## src/rtl/bdmc_pkg.sv

```systemverilog
package bdmc_pkg;

    localparam int TIME_W    = 32;
    localparam int CFG_W     = 16;
    localparam int CFG_IDX_W = 2;
    localparam int TAP_W     = 3;
    localparam int EV_W      = 3;
    localparam int S_DATA_W  = 40;
    localparam int M_DATA_W  = 8;

    localparam logic [TAP_W-1:0] TAP_MAX = 3'd7;
    localparam logic [TAP_W-1:0] TAP_TWO   = 3'd2;
    localparam logic [TAP_W-1:0] TAP_THREE = 3'd3;
    localparam logic [TAP_W-1:0] TAP_FOUR  = 3'd4;

    localparam logic [CFG_W-1:0] DEBOUNCE_RST    = 16'd50;
    localparam logic [CFG_W-1:0] TAP_TIMEOUT_RST = 16'd300;

    localparam logic [CFG_IDX_W-1:0] REG_DEBOUNCE    = 2'd0;
    localparam logic [CFG_IDX_W-1:0] REG_TAP_TIMEOUT = 2'd1;

    localparam logic [EV_W-1:0] EV_NONE    = 3'd0;
    localparam logic [EV_W-1:0] EV_CHORD21 = 3'd1;
    localparam logic [EV_W-1:0] EV_CHORD31 = 3'd2;
    localparam logic [EV_W-1:0] EV_BTN2    = 3'd3;
    localparam logic [EV_W-1:0] EV_BTN3    = 3'd4;
    localparam logic [EV_W-1:0] EV_DOUBLE  = 3'd5;
    localparam logic [EV_W-1:0] EV_TRIPLE  = 3'd6;
    localparam logic [EV_W-1:0] EV_QUAD    = 3'd7;

    typedef struct packed {
        logic [TIME_W-1:0] now_ms;
        logic              third_pressed;
        logic              second_pressed;
        logic              first_pressed;
    } t_poll;

    typedef struct packed {
        logic [CFG_W-1:0] tap_timeout;
        logic [CFG_W-1:0] debounce_time;
    } t_cfg;

    typedef struct packed {
        logic            first_stable;
        logic [EV_W-1:0] event_code;
    } t_res;

endpackage

```

## src/rtl/bdmc_core.sv

```systemverilog
module bdmc_core import bdmc_pkg::*; (
    input  logic  i_clk,
    input  logic  i_rst_n,
    input  logic  i_adv,
    input  t_poll i_poll,
    input  t_cfg  i_cfg,
    output t_res  o_res
);

    logic              r_raw_prev;
    logic              r_stable;
    logic [TIME_W-1:0] r_change_time;
    logic [TAP_W-1:0]  r_tap_count;
    logic [TIME_W-1:0] r_press_time;

    logic              n_stable;
    logic [TIME_W-1:0] n_change_time;
    logic [TAP_W-1:0]  n_tap_count;
    logic [TIME_W-1:0] n_press_time;
    logic [EV_W-1:0]   n_event;

    logic [TIME_W-1:0] db_diff;
    logic [TIME_W-1:0] tap_diff;
    logic              take;
    logic              press;
    logic [TAP_W-1:0]  cnt_a;
    logic [TIME_W-1:0] pt_a;

    always_comb begin
        db_diff  = i_poll.now_ms - r_change_time;
        tap_diff = i_poll.now_ms - r_press_time;
        // a raw change restarts the timer, so the level cannot settle in the same beat
        take = (i_poll.first_pressed == r_raw_prev)
            && (db_diff > {{(TIME_W-CFG_W){1'b0}}, i_cfg.debounce_time})
            && (i_poll.first_pressed != r_stable);
        press         = take && i_poll.first_pressed;
        n_stable      = take ? i_poll.first_pressed : r_stable;
        n_change_time = (i_poll.first_pressed != r_raw_prev) ? i_poll.now_ms : r_change_time;
        cnt_a = (press && (r_tap_count != TAP_MAX)) ? r_tap_count + 3'd1 : r_tap_count;
        pt_a  = press ? i_poll.now_ms : r_press_time;

        n_event      = EV_NONE;
        n_tap_count  = cnt_a;
        n_press_time = pt_a;
        if (n_stable && i_poll.second_pressed) begin
            n_event = EV_CHORD21;
        end else if (n_stable && i_poll.third_pressed) begin
            n_event = EV_CHORD31;
        end else if (i_poll.second_pressed) begin
            n_event = EV_BTN2;
        end else if (i_poll.third_pressed) begin
            n_event = EV_BTN3;
        end
        if (n_event != EV_NONE) begin
            n_tap_count  = '0;
            n_press_time = '0;
        end else if (!n_stable && (cnt_a != '0)
                     && (tap_diff > {{(TIME_W-CFG_W){1'b0}}, i_cfg.tap_timeout})) begin
            // press time is old here: a fresh press leaves the level high
            case (cnt_a)
                TAP_TWO:   n_event = EV_DOUBLE;
                TAP_THREE: n_event = EV_TRIPLE;
                TAP_FOUR:  n_event = EV_QUAD;
                default:   n_event = EV_NONE;
            endcase
            n_tap_count = '0;
        end
    end

    always_ff @(posedge i_clk) begin
        if (!i_rst_n) begin
            r_raw_prev    <= 1'b0;
            r_stable      <= 1'b0;
            r_change_time <= '0;
            r_tap_count   <= '0;
            r_press_time  <= '0;
        end else if (i_adv) begin
            r_raw_prev    <= i_poll.first_pressed;
            r_stable      <= n_stable;
            r_change_time <= n_change_time;
            r_tap_count   <= n_tap_count;
            r_press_time  <= n_press_time;
        end
    end

    assign o_res.event_code   = n_event;
    assign o_res.first_stable = n_stable;

    a_chord_needs_stable: assert property (@(posedge i_clk) disable iff (!i_rst_n)
        (i_adv && (n_event == EV_CHORD21 || n_event == EV_CHORD31)) |-> n_stable)
        else $error("chord reported with button 1 released");

    a_button_clears_taps: assert property (@(posedge i_clk) disable iff (!i_rst_n)
        (i_adv && n_event != EV_NONE) |=> (r_tap_count == '0))
        else $error("tap count survived an event");

    a_tap_event_released: assert property (@(posedge i_clk) disable iff (!i_rst_n)
        (i_adv && (n_event == EV_DOUBLE || n_event == EV_TRIPLE || n_event == EV_QUAD))
        |-> (!n_stable && !i_poll.second_pressed && !i_poll.third_pressed))
        else $error("tap report while a button is held");

endmodule

```

## src/rtl/button_debounce_multitap_chord.sv

```systemverilog
// Debounce of button 1 with multi-tap counting and chords with buttons 2 and 3.
//
// Slave stream: one beat per poll; tdata carries the raw button levels and a
// wrapping millisecond timestamp. Master stream: exactly one beat per poll,
// carrying the event code and the debounced level of button 1.
// Configuration: a separate write channel (index, data), always ready; index 0
// is the debounce time, index 1 the tap timeout, other indexes are dropped.
// Write it only while no poll is in flight.
//
// Path: a poll is accepted into the input register, then moves into the result
// register, whose valid flag drives the master stream. Throughput: one poll per
// cycle while the receiver does not stall; the debounce and tap state update
// as the poll moves into the result register.
// When the receiver stalls, the result register holds and the input register
// takes one more poll before tready drops.
// Reset (synchronous, active low) empties both registers, clears the debounce
// and tap state and restores the registers to 50 ms and 300 ms.
module button_debounce_multitap_chord import bdmc_pkg::*; (
    input  logic                 i_clk,
    input  logic                 i_rst_n,
    input  logic                 i_s_tvalid,
    output logic                 o_s_tready,
    // [0] first_pressed, [1] second_pressed, [2] third_pressed, [34:3] now_ms
    input  logic [S_DATA_W-1:0]  i_s_tdata,
    output logic                 o_m_tvalid,
    input  logic                 i_m_tready,
    // [2:0] event_code, [3] first_stable
    output logic [M_DATA_W-1:0]  o_m_tdata,
    input  logic                 i_cfg_valid,
    output logic                 o_cfg_ready,
    input  logic [CFG_IDX_W-1:0] i_cfg_index,
    input  logic [CFG_W-1:0]     i_cfg_data
);

    logic  r_in_vld;
    t_poll r_in;
    logic  r_out_vld;
    t_res  r_out;
    t_cfg  r_cfg;
    t_res  core_res;
    logic  adv;

    assign adv         = r_in_vld && (!r_out_vld || i_m_tready);
    assign o_s_tready  = !r_in_vld || adv;
    assign o_cfg_ready = 1'b1;

    always_ff @(posedge i_clk) begin
        if (!i_rst_n) begin
            r_cfg.debounce_time <= DEBOUNCE_RST;
            r_cfg.tap_timeout   <= TAP_TIMEOUT_RST;
        end else if (i_cfg_valid) begin
            unique case (i_cfg_index)
                REG_DEBOUNCE:    r_cfg.debounce_time <= i_cfg_data;
                REG_TAP_TIMEOUT: r_cfg.tap_timeout   <= i_cfg_data;
                default: ;
            endcase
        end
    end

    always_ff @(posedge i_clk) begin
        if (!i_rst_n) begin
            r_in_vld <= 1'b0;
        end else if (o_s_tready) begin
            r_in_vld <= i_s_tvalid;
        end
    end

    always_ff @(posedge i_clk) begin
        if (i_s_tvalid && o_s_tready) begin
            r_in <= t_poll'(i_s_tdata[34:0]);
        end
    end

    bdmc_core u_core (
        .i_clk   (i_clk),
        .i_rst_n (i_rst_n),
        .i_adv   (adv),
        .i_poll  (r_in),
        .i_cfg   (r_cfg),
        .o_res   (core_res)
    );

    always_ff @(posedge i_clk) begin
        if (!i_rst_n) begin
            r_out_vld <= 1'b0;
        end else if (!r_out_vld || i_m_tready) begin
            r_out_vld <= r_in_vld;
        end
    end

    always_ff @(posedge i_clk) begin
        if (adv) begin
            r_out <= core_res;
        end
    end

    assign o_m_tvalid = r_out_vld;
    assign o_m_tdata  = {{(M_DATA_W-$bits(t_res)){1'b0}}, r_out};

    a_stall_holds_result: assert property (@(posedge i_clk) disable iff (!i_rst_n)
        (r_out_vld && !i_m_tready) |=> (r_out_vld && $stable(r_out)))
        else $error("result lost under stall");

    a_full_blocks_input: assert property (@(posedge i_clk) disable iff (!i_rst_n)
        (r_in_vld && r_out_vld && !i_m_tready) |-> !o_s_tready)
        else $error("poll accepted with both registers full");

    a_empty_accepts: assert property (@(posedge i_clk) disable iff (!i_rst_n)
        !r_in_vld |-> o_s_tready)
        else $error("empty input register refused a beat");

endmodule
```

## config.mk

```make
export PLATFORM = sky130hd
export DESIGN_NAME = button_debounce_multitap_chord
export DESIGN_NICKNAME = d
export VERILOG_FILES = /design/src/rtl/bdmc_pkg.sv /design/src/rtl/bdmc_core.sv /design/src/rtl/button_debounce_multitap_chord.sv
export SDC_FILE = /design/constraint.sdc
export NUM_CORES = 1
export LEC_CHECK = 0
export BUFFER_PORTS_ARGS = -buffer_cell sky130_fd_sc_hd__buf_4
export CORE_UTILIZATION = 41
export DETAILED_ROUTE_END_ITERATION = 16
export GPL_TIMING_DRIVEN = 0
export MAX_ROUTING_LAYER = met4
export PLACE_DENSITY = 0.59
export SYNTH_ARGS = -nofsm -noshare
export SYNTH_HDL_FRONTEND = slang
export SYNTH_SLANG_ARGS = --single-unit
```

## constraint.sdc

```tcl
create_clock -name i_clk -period 4.6 [get_ports i_clk]
set_input_delay 0.46 -clock i_clk [delete_from_list [all_inputs] [get_ports i_clk]]
set_output_delay 0.46 -clock i_clk [all_outputs]
set_load 0.01 [all_outputs]
```

# == Word-level counts from Yosys, hierarchy flattened ==
# Cells that the tools add are included.
# W data, S select, Z words.
# totals
wordCells,64
out_inout_bits,11
in_bits,63
regBits,142
# op_classes
n_lt_le_gt_ge,2
reduce_logical,23
mux,13
add_sub_neg,3
eq_ne,8
# ops
operator,n
$gt A32 B16 Y1,2
$mux W32,2
$sub A32 B32 Y32,2
$mux W3,9
$logic_and A1 B1 Y1,10
$pmux W3 S3,1
$reduce_and A2 Y1,4
$eq A3 B2 Y1 const B,2
$reduce_bool A3 Y1,2
$add A3 B1 Y3 const B,1
$eq A3 B3 Y1 const B,1
$logic_not A1 Y1,3
$ne A3 B3 Y1 const B,1
$eq A2 B1 Y1 const B,1
$logic_not A2 Y1,1
$logic_or A1 B1 Y1,2
$ne A1 B1 Y1,2
$reduce_bool A2 Y1,1
$eq A1 B1 Y1,1
$mux W1,1

# == Depth between registers and ports, before layout ==
# Gate-level depths: netlist of run 1.
# depth
ltp_word,12
mapped_depth,23
mapped_depth_nobuf,23

# == By module ==
# A second synthesis of run 1 with hierarchy kept.
# unflattened
cells_unflattened,1219
hier_area_um2,10127.2
# modules_own_cells
mod,area_per_inst_um2,cells_each,instances
bdmc_core,7547.2,1034,1
button_debounce_multitap_chord,2580.0,185,1

# == Least setup slack after synthesis of run 1 ==
# No wires, ideal clock.
# synth_path
path_kind,reg2reg
from,reg r_in[7] in the netlist's numbering
to,"reg r_out, in the netlist o_m_tdata[1], data pin"
t_arrival_ns,4.266
stages_incl_launch_ff,20
required_time_ns,4.338
path_slack_ns,0.072
n_path_buf,0
path_cell_list,edfxtp_1 > ha_1 > a21o_1 > a31o_2 > o211ai_1 > nand2_1 > nand2_1 > nand2_1 > xor2_1 > ha_1 > a211oi_1 > nor2_1 > or2_2 > o31ai_1 > and3_1 > nand4_1 > or4_4 > o211ai_2 > mux2i_1 > o31ai_1
# synth_lines
item,line_no,source
start: declaration,button_debounce_multitap_chord.sv:36,t_poll r_in;
start signal: assignment,button_debounce_multitap_chord.sv:70,r_in <= t_poll'(i_s_tdata[34:0]);
end signal: assignment,button_debounce_multitap_chord.sv:93,r_out <= core_res;
end: declaration,button_debounce_multitap_chord.sv:38,t_res r_out;

# == Final worst setup path of run 1 ==
# layout_path
from,reg r_in[3] in the netlist's numbering
to,reg u_core.r_press_time[6]
# layout_via
elab_chain_len,11
elab_cells_between_ends,14
classes_between,1 x add/sub; 1 x order compare; 4 x mux; 8 x reduce/logical
# layout_rtl
item,line_no,source
$sub A32 B32 Y32 *,bdmc_core.sv:30,db_diff = i_poll.now_ms - r_change_time;
$gt A32 B16 Y1 *,bdmc_core.sv:34,"&& (db_diff > {{(TIME_W-CFG_W){1'b0}}, i_cfg.debounce_time})"
$logic_and A1 B1 Y1 *,bdmc_core.sv:34,
$logic_and A1 B1 Y1 *,bdmc_core.sv:35,&& (i_poll.first_pressed != r_stable);
$mux W1,bdmc_core.sv:37,n_stable = take ? i_poll.first_pressed : r_stable;
$logic_and A1 B1 Y1,bdmc_core.sv:47,end else if (n_stable && i_poll.third_pressed) begin
$mux W3,bdmc_core.sv:47,
$mux W3,bdmc_core.sv:45,if (n_stable && i_poll.second_pressed) begin
$reduce_bool A3 Y1,bdmc_core.sv:54,if (n_event != EV_NONE) begin
$reduce_bool A2 Y1 (no line),--,
$reduce_and A2 Y1 (no line),--,
end signal: assignment,bdmc_core.sv:82,r_press_time <= n_press_time;
end: declaration,bdmc_core.sv:14,logic [TIME_W-1:0] r_press_time;
# Mark *: on every way between the ends. The rest lies on a longest branch, timed or not.
# A chain may end at the register's enable or synchronous reset.

==> summary.md, run 1 <==
| Metric | Value |
|---|---|
| Final period util | `107%` |
| Hold Crit Depth | `1` |
| # DRC | `0` |
| Setup slack, reg-to-reg | `-310 ps` |
| Post-synth top flop | `dfxtp_1` |
| Wl on met1 | `15100 um` |
| Sequential share of power | `36.8%` |
| Slowest stage delay, CP | `590 ps` |
| CTS tree | `done` |
| Worst path bufs/invs | `5` |
| Pre-CTS WS | `-1290 ps` |
| Number of synthesized flops with an enable pin | `39` |
| Max IR drop VDD | `0.254 mV` |
| Routed wl met2 | `14900 um` |
| Fin area | `13100 um^2` |
| Starting density of the core | `41.8%` |
| Worst Setup EP | `u_core.r_press_time[6]` |
| Max-cap viol count | `0` |
| Yosys cell types | `88` |
| FF-to-FF path depth | `23` |
| Clk pwr share | `37.2%` |
| Worst setup SP type | `flip-flop` |
| F_max | `204 MHz` |
| Final setup fails | `39` |
| Area of the die | `26200 um^2` |
| Tightest Pin Transition | `1050 ps` |
| Routed vias | `9948` |
| Layout net count | `1595` |
| CP Data Required Time | `4960 ps` |
| Worst Clk Skew | `14.6 ps` |
| Critical path depth | `23` |
| Sequential fraction of the synthesis area | `30.8%` |
| Arrival time at the worst endpoint | `5270 ps` |
| # hold bufs at CTS | `0` |
| Vias per inst | `5.60` |
| Final-report hold violation count | `0` |
| Worst min-delay path class | `in -> reg` |
| Share of layout cells above drive strength 1 | `20.5%` |
| Clock Sinks | `142` |
| Non-Filler Instances | `1777` |
| Initial drt markers | `605` |
| Post-Synthesis Cell Area | `10500 um^2` |
| Fill cell count | `2377` |
| Dpl hpwl | `24100 um` |
| Area growth, synth to finish | `25.2%` |
| Tot Pwr | `3.73 mW` |
| First-pass GRT wire length | `50600 um` |
| Worst path slowest cell | `or4_4` |
| Std-Cell Rows | `58` |
| CP Max Fanout | `5` |
| Topmost layer with routed signal wires | `met4` |
| Initial antenna violation count | `0` |
| IO Port Bufs | `62` |
| Logic pwr share | `26.0%` |
| Met3 WL | `1240 um` |
| Leak pwr | `4.81 nW` |
| Setup crit end kind | `flip-flop` |
| Die height | `162 um` |
| Largest net degree at the start of global routing | `22` |
| Slew HR | `29.9%` |
| Reg2reg start | `r_in[3]` |
| Die width | `162 um` |
| Status | `finished, violations left` |
| Placed cell count | `1695` |
| Crit path kind | `reg -> reg` |
| Syn avg cell area | `8.07 um^2` |
| Final Wtd Congestion | `0.909` |
| Vias in the first global route | `9593` |
| H-tree depth | `4` |
| Sw frac | `33.0%` |
| Aggregate routed wire length | `32100 um` |
| CP Cell Sequence | `inv_2 -> buf_6 -> ha_4 -> fa_2 -> and2b_2 -> o2111ai_4 -> a21o_1 -> and2_4 -> xnor2_4 -> ha_4 -> a211oi_2 -> nor2_2 -> or2_4 -> o31ai_4 -> and3_1 -> nand4_1 -> or4_4 -> a311oi_4 -> buf_12 -> buf_12 -> buf_8 -> o21ai_1 -> a21boi_2` |
| Worst setup margin | `-308 ps` |
| N_diodes | `0` |
| Hold_ws | `199 ps` |
| Ys async rst share | `0%` |
| Internal Power | `2.50 mW` |
| Critical Path Start | `r_in[3]` |
| Pwr dens | `284 nW/um^2` |
| Drt first pass iters | `5` |
| IO Pins | `74` |
| Worst-Skew Late Latency | `430 ps` |
| Reg clk slew, reported paths | `70 ps` |
| Syn Inst Count | `1299` |
| Drt wl/cell | `18.1 um` |
| Seq cells post-synth | `142` |
| Reg-to-Reg End | `u_core.r_press_time[6]` |
| Fin crit period | `4910 ps` |
| Slew Viols, Final | `0` |
| CTS Buf Count | `17` |
| Failing checks | `setup timing` |
| Core Region | `25100 um^2` |
| Post-DRT Antenna Nets | `0` |
| Final core occ | `52.3%` |
| Worst-case clock buffer depth | `2` |
| Synth Warn # | `0` |
| Setup total negative slack | `-9770 ps` |
| Unrepaired setup endpoints after global routing | `true` |
| Switching power | `1.23 mW` |
| Gr usage total | `25.5%` |
| Crit path max-delay family | `simple AND/OR/NAND/NOR gates` |
| DP Area | `11400 um^2` |
| Total gr overflow | `0` |
| Root Buffer Master | `clkbuf_16` |
[power groups by stage]
stage,logic [mW],clock network [mW],registers [mW]
CTS,0.916,1.42,1.37
finish,0.971,1.39,1.37
detailed placement,0.795,0,1.40
global placement,0.786,0,1.40
global route,1.06,1.46,1.38
floorplan,0.567,0,1.38
[layout by cell type, fill, tap and decap left out, types with 12 or more instances in the layout]
cell type / count
a21boi_0: 60
a21boi_1: 14
a21boi_2: 19
a21o_1: 20
a21oi_1: 71
a21oi_2: 14
buf_4: 110
clkbuf_1: 27
clkbuf_16: 18
dfxtp_1: 102
edfxtp_1: 39
ha_1: 81
ha_4: 12
inv_1: 116
nand2_1: 221
nand2b_1: 15
nand3_1: 18
nand4_1: 22
nor2_1: 49
nor3_1: 21
o211ai_1: 22
o21a_1: 15
o21ai_0: 43
o21ai_1: 24
o21ai_2: 15
xnor2_1: 22
xor2_1: 16
[flip-flops by register name, summed over array words and instances (netlist names)]
signal	cells
u_core.r_stable	1
o_m_tdata	4
o_m_tvalid	1
u_core.r_tap_count	3
r_in_vld	1
u_core.r_change_time	32
r_cfg	32
u_core.r_raw_prev	1
u_core.r_press_time	32
r_in	35
[how the worst min path moves through the flow]
stage | endpoint | from | slack [ps]
2_1_floorplan | r_cfg[10] | r_cfg[10] | 440
3_3_place_gp | u_core.r_change_time[8] | u_core.r_change_time[8] | 450
3_5_place_dp | u_core.r_change_time[27] | u_core.r_change_time[27] | 460
4_1_cts | r_in[4] | i_s_tdata[4] | 180
5_1_grt | r_in[6] | i_s_tdata[6] | 180
6_report | r_in[4] | i_s_tdata[4] | 200
[worst register-to-register path, cell delays in order, from the launching register on]
cell and delay [ps]:
edfxtp_1 370, inv_2 90, buf_6 130, ha_4 160
fa_2 330, and2b_2 260, o2111ai_4 180, a21o_1 250
and2_4 170, xnor2_4 150, ha_4 160, a211oi_2 230
nor2_2 80, or2_4 240, o31ai_4 200, and3_1 200
nand4_1 130, or4_4 590, a311oi_4 330, buf_12 180
buf_12 120, buf_8 110, o21ai_1 70, a21boi_2 120
[Yosys cell counts (6+ instances only)]
master      n  share of area, %
edfxtp_1   39                11
a21oi_1    85               4.1
o21bai_1    7              0.50
nor2_1     51               1.8
or3_1      10              0.60
xnor2_1    24               2.0
nand2_1   226               8.1
nor2b_1     8              0.48
inv_1     118               4.2
o21a_1     15               1.1
nand2b_1   17               1.0
clkbuf_1   32               1.1
nand4_1    22               1.3
a21o_1     20               1.4
a21boi_2   18               1.9
o21ai_1    37               1.8
nor3_1     21               1.0
a21boi_0   61               4.4
a21boi_1   14               1.0
a211oi_1   11              0.79
o21ai_0    47               2.2
xor2_1     17               1.4
o211ai_1   22               1.6
mux2i_1     7              0.67
nor4_1      7              0.42
dfxtp_1   103                20
and3_1      9              0.54
buf_4       9              0.64
and2_1      6              0.36
a31oi_1     6              0.36
ha_1       96                11
nand3_1    18              0.86
buf_2       8              0.38
[cell type report]
cell class / instances / area [um^2] / area share [%]
multi-input combinational: 988 / 7150 / 54.5
sequential: 142 / 3230 / 24.6
timing repair buffer: 116 / 1010 / 7.70
clock buffer: 19 / 464 / 3.54
inverter: 118 / 443 / 3.37
tap: 330 / 413 / 3.15
buffer: 51 / 280 / 2.14
clock inverter: 13 / 124 / 0.944
[cell families after synthesis]
kind of cell / after synthesis / synth area share, %
AND/OR/NAND/NOR: 424 / 18.9
AO/OA/AOI/OAI: 412 / 27.4
buffers and inverters: 172 / 6.79
flip-flops: 142 / 30.8
adder cells (fa/ha/maj): 98 / 11.8
XOR/XNOR: 41 / 3.42
multiplexers: 8 / 0.776
other: 2 / 0.0716
[per-layer routing]
layer	up-vias	GRT usage, %
li1	4902	-
met2	250	40.8
met4	0	8.53
met5	-	-
met3	60	2.91
met1	4736	33.4
[what timing repair did]
item / 4_1_cts / 5_1_grt
endpoints found under the hold margin: 0 / 0
setup buffers: 36 / 16
cloned: 3 / 0
resized for setup: 92 / 53
pin swaps: 63 / 57
setup endpoints to repair: 40 / 40
Power figures use the tool's default switching activity.
==> inputs of run 2 (changes only) <==
- BUFFER_PORTS_ARGS: -buffer_cell sky130_fd_sc_hd__buf_4 -> not set
- DONT_BUFFER_PORTS: not set -> 1
- MAX_ROUTING_LAYER: met4 -> not set
- PLACE_DENSITY: 0.59 -> 0.56
==> summary.md, run 2 (synthesis gave the netlist of run 1 again) <==
| Metric | Value |
|---|---|
| Most common cell after layout, fill and taps aside | `nand2_1` |
| H-tree depth | `4` |
| Total gr overflow | `0` |
| Vias in the first global route | `8992` |
| Clock Sinks | `142` |
| Placed cell count | `1632` |
| CP Cell Sequence | `inv_2 -> buf_6 -> ha_4 -> fa_2 -> and2b_2 -> o2111ai_4 -> a21o_1 -> and2_4 -> xnor2_2 -> ha_2 -> nand4_1 -> nor4_2 -> a21oi_2 -> o31ai_4 -> and3_1 -> nand4_1 -> or4_4 -> buf_6 -> o211ai_4 -> mux2i_1 -> o31ai_2` |
| Max-cap viol count | `0` |
| Largest register FFs | `35` |
| Routed vias | `9667` |
| Worst-case clock buffer depth | `2` |
| Tightest Pin Transition | `1070 ps` |
| Post-DRT Antenna Nets | `0` |
| Slew HR | `28.2%` |
| CTS tree | `done` |
| Worst-Skew Late Latency | `440 ps` |
| # DRC | `0` |
| Unrepaired setup endpoints after global routing | `true` |
| Crit path kind | `reg -> reg` |
| CP Max Fanout | `5` |
| Failing checks | `setup timing` |
| Die width | `162 um` |
| Initial antenna violation count | `2` |
| Final-report hold violation count | `0` |
| Final core occ | `50.2%` |
| Share of layout cells above drive strength 1 | `16.8%` |
| Largest Register | `r_in` |
| Std-Cell Rows | `58` |
| Layout net count | `1538` |
| Worst path slowest cell | `or4_4` |
| Setup crit end kind | `flip-flop` |
| Fin crit period | `4980 ps` |
| Final Wtd Congestion | `0.903` |
| IO Pins | `74` |
| Status | `finished, violations left` |
| CP Data Required Time | `4780 ps` |
| Drt wl/cell | `18.0 um` |
| Area growth, synth to finish | `20.3%` |
| Tot Pwr | `3.73 mW` |
| # hold bufs at CTS | `0` |
| F_max | `201 MHz` |
| Drt first pass iters | `6` |
| Reg clk slew, reported paths | `70 ps` |
| Worst min-delay path class | `in -> reg` |
| Non-Filler Instances | `1722` |
| Max IR drop VDD | `0.267 mV` |
| Final setup fails | `40` |
| Slowest stage delay, CP | `580 ps` |
| Starting density of the core | `41.8%` |
| Aggregate routed wire length | `31100 um` |
| Initial drt markers | `692` |
| Dpl hpwl | `23700 um` |
| Gr usage total | `24.0%` |
| Most frequent cells in the layout | `nand2_1 (223), inv_1 (116), dfxtp_1 (103)` |
| Vias per inst | `5.61` |
| CTS Buf Count | `17` |
| Area of the die | `26200 um^2` |
| Core Region | `25100 um^2` |
| Worst setup margin | `-378 ps` |
| IO Port Bufs | `0` |
| Die height | `162 um` |
| Largest net degree at the start of global routing | `36` |
| Leak pwr | `4.53 nW` |
| Arrival time at the worst endpoint | `5150 ps` |
| First-pass GRT wire length | `48500 um` |
| Slew Viols, Final | `0` |
| Final period util | `108%` |
| Worst setup SP type | `flip-flop` |
| Worst Clk Skew | `16.6 ps` |
| Pwr dens | `296 nW/um^2` |
| Root Buffer Master | `clkbuf_16` |
-- run 2: cell types whose count changed in the layout (fill, tap and decap cells not counted), sizes merged --
cell,previous run,this run
clkinv,5,3
inv,125,127
bufinv,0,1
buf,139,81
diode,0,2
-- run 2: where the power goes --
group / switching (mW) / internal, mW / leakage (nW)
Clock: 0.641 / 0.808 / 0.299
Combinational: 0.534 / 0.371 / 3.01
Sequential: 0.0430 / 1.33 / 1.21
Total: 1.22 / 2.51 / 4.53
-- run 2: repair_timing --
action,4_1_cts,5_1_grt
gates resized for setup,95,36
setup endpoints to repair,40,40
setup buffers,40,19
gates cloned,3,0
pin swaps,72,45
-- run 2: path summary, 6_finish.rpt --
| kind | slack, ps | end | cells past startpoint | from |
|---|---|---|---|---|
| worst max-delay path | -380 | o_m_tdata[1] | 21 | r_in[3] |
| worst max register to register | -380 | o_m_tdata[1] | 21 | r_in[3] |
| worst min-delay path | 110 | r_in[8] | 0 | i_s_tdata[8] |
| worst min register to register | 460 | u_core.r_press_time[22] | 2 | u_core.r_press_time[22] |
-- run 2: metal layers --
layer / GRT usage [%] / routed length [um] / vias up
li1: - / - / 4796
met1: 32.5 / 14700 / 4581
met2: 39.2 / 14600 / 251
met3: 2.99 / 1090 / 39
met4: 8.23 / 692 / 0
met5: 0 / 0 / -
-- run 2: stage by stage --
step / worst slack, ps / setup TNS [ps] / cell area, um^2 / hold slack [ps]
2_1_floorplan: 72.3 / 0 / 10500 / 443
3_3_place_gp: -1410 / -40050 / 10900 / 452
3_5_place_dp: -1410 / -40800 / 10900 / 457
4_1_cts: -351 / -8240 / 12400 / 99.5
5_1_grt: -568 / -19550 / 12600 / 96.6
6_report: -378 / -11350 / 12600 / 114
-- run 2: layout make-up --
| cell class | count | area [um^2] |
|---|---|---|
| fillers | 2428 | 12500 |
| diodes | 2 | 5.00 |
| clock inverters | 14 | 165 |
| multi-input cells | 988 | 7100 |
| inverters | 118 | 443 |
| plain buffers | 51 | 269 |
| repair buffers | 59 | 536 |
| well taps | 330 | 413 |
| flip-flops and latches | 142 | 3230 |
| clock buffers | 18 | 450 |
-- run 2: worst max-delay path: cells and delay by family, from the launching register on --
kind | cells | cell delay (ps)
flip-flops | 1 | 380
AO/OA/AOI/OAI | 6 | 870
multiplexers | 1 | 270
XOR/XNOR | 1 | 150
buffers and inverters | 3 | 350
adder cells (fa/ha/maj) | 3 | 810
AND/OR/NAND/NOR | 7 | 1910
==> inputs of run 3 (changes only) <==
- clock period: 4.6 -> 4.3 ns (I/O delays scaled with it)
==> summary.md, run 3 (synthesis gave the netlist of run 1 again) <==
| Metric | Value |
|---|---|
| Vias in the first global route | `9210` |
| Dpl hpwl | `24000 um` |
| Non-Filler Instances | `1717` |
| # DRC | `0` |
| DP Area | `11000 um^2` |
| Total gr overflow | `0` |
| Arrival time at the worst endpoint | `5390 ps` |
| CTS tree | `done` |
| IO Pins | `74` |
| Pre-CTS WS | `-1130 ps` |
| Placed cell count | `1633` |
| Max-cap viol count | `0` |
| Setup slack, reg-to-reg | `-720 ps` |
| Drt wl/cell | `18.2 um` |
| Reg2reg start | `r_in[3]` |
| Vias per inst | `5.61` |
| Fin crit period | `5020 ps` |
| CP Cell Sequence | `inv_2 -> buf_6 -> ha_4 -> fa_2 -> and2b_2 -> o2111ai_4 -> a21o_1 -> and2_4 -> xnor2_2 -> ha_2 -> nand4_1 -> nor4_2 -> a21oi_2 -> o31ai_4 -> and3_4 -> nand4_1 -> or4_4 -> a311oi_4 -> buf_12 -> buf_12 -> buf_8 -> o21ai_2 -> a21boi_1` |
| CP Max Fanout | `5` |
| Leak pwr | `4.51 nW` |
| FF-to-FF path depth | `23` |
| Starting density of the core | `41.8%` |
| Crit path kind | `reg -> reg` |
| Largest net degree at the start of global routing | `25` |
| Aggregate routed wire length | `31300 um` |
| Share of layout cells above drive strength 1 | `16.5%` |
| Reg-to-Reg End | `u_core.r_press_time[14]` |
| Max IR drop VDD | `0.285 mV` |
| Die height | `162 um` |
| Status | `finished, violations left` |
| Die width | `162 um` |
| Root Buffer Master | `clkbuf_16` |
| Final Wtd Congestion | `0.899` |
| Routed vias | `9638` |
| F_max | `199 MHz` |
| Final-report hold violation count | `0` |
| HP Start | `i_s_tdata[24]` |
| First-pass GRT wire length | `49100 um` |
| Final period util | `117%` |
| Worst min-delay path class | `in -> reg` |
| Hold Crit Depth | `0` |
| Setup total negative slack | `-26200 ps` |
| Worst path slowest cell | `or4_4` |
| Largest Register | `r_in` |
| Worst Hold End | `r_in[24]` |
| Slew HR | `29.5%` |
| Worst Clk Skew | `12.5 ps` |
| Drt first pass iters | `7` |
| H-tree depth | `4` |
| Pwr dens | `314 nW/um^2` |
| Initial antenna violation count | `0` |
| Slowest stage delay, CP | `590 ps` |
| Largest register FFs | `35` |
| Worst setup SP type | `flip-flop` |
| Gr usage total | `24.0%` |
| Failing checks | `setup timing` |
| Final setup fails | `40` |
| Area growth, synth to finish | `19.9%` |
| Slew Viols, Final | `0` |
| Layout net count | `1535` |
| Setup crit end kind | `flip-flop` |
| Std-Cell Rows | `58` |
| CTS Buf Count | `17` |
| Most frequent cells in the layout | `nand2_1 (222), inv_1 (116), dfxtp_1 (102)` |
| Most common cell after layout, fill and taps aside | `nand2_1` |
| N_diodes | `0` |
| Tightest Pin Transition | `1050 ps` |
| Worst-Skew Late Latency | `440 ps` |
| Area of the die | `26200 um^2` |
| Unrepaired setup endpoints after global routing | `true` |
| CP Data Required Time | `4670 ps` |
| Worst-case clock buffer depth | `2` |
| IO Port Bufs | `0` |
| Fin area | `12600 um^2` |
| Post-DRT Antenna Nets | `0` |
| Worst setup margin | `-724 ps` |
| Reg clk slew, reported paths | `70 ps` |
| Initial drt markers | `489` |
| Core Region | `25100 um^2` |
| Clock Sinks | `142` |
==> run 3: power breakdown <==
group          switching [mW]  internal (mW)
combinational           0.572          0.404
clock                   0.698          0.806
sequential             0.0466           1.42
total                    1.32           2.63
==> run 3: critical path, delay by kind of cell, from the launching register on <==
family,cells,cell delay (ps)
AND/OR/NAND/NOR,7,1920
adder cells (fa/ha/maj),3,820
AO/OA/AOI/OAI,7,1110
buffers and inverters,5,580
flip-flops,1,370
XOR/XNOR,1,130
==> run 3: how the worst max path moves through the flow <==
stage | slack, ps | start | end | cells past startpoint
floorplan | -90 | r_in[4] | u_core.r_press_time[15] | 20
global placement | -1150 | r_in[3] | o_m_tdata[2] | 23
detailed placement | -1130 | r_in[3] | o_m_tdata[2] | 23
CTS | -660 | r_in[3] | o_m_tdata[2] | 24
global route | -920 | r_in[3] | u_core.r_press_time[11] | 23
finish | -720 | r_in[3] | u_core.r_press_time[14] | 23
==> run 3: per-stage QoR <==
step           hold slack [ps]  total power, mW  utilization (%)
2_1_floorplan              440             2.10                -
3_3_place_gp               447             2.31             43.9
3_5_place_dp               451             2.32             44.0
4_1_cts                   72.6             3.91             49.2
5_1_grt                   67.5             4.12             50.1
6_report                  83.0             3.95             50.1
==> run 3: routing by layer <==
metal	vias up	track usage, %	wire length (um)
met3	47	2.76	1160
met2	217	40.3	14800
met5	-	0	0
li1	4782	-	-
met4	0	7.12	588
met1	4592	32.3	14800
==> run 3: repair_timing <==
item | CTS | global route
hold buffers | 0 | 0
pin swaps | 37 | 51
setup endpoints to repair | 40 | 40
gates cloned | 3 | 0
buffers inserted | 35 | 17
gates resized for setup | 75 | 26
==> run 3: area by class of cell <==
class	count	area, um^2
clock buffers	18	450
inverters	118	443
repair buffers	55	556
multi-input cells	988	7050
plain buffers	52	294
flip-flops and latches	142	3230
well taps	330	413
fillers	2469	12500
clock inverters	14	136
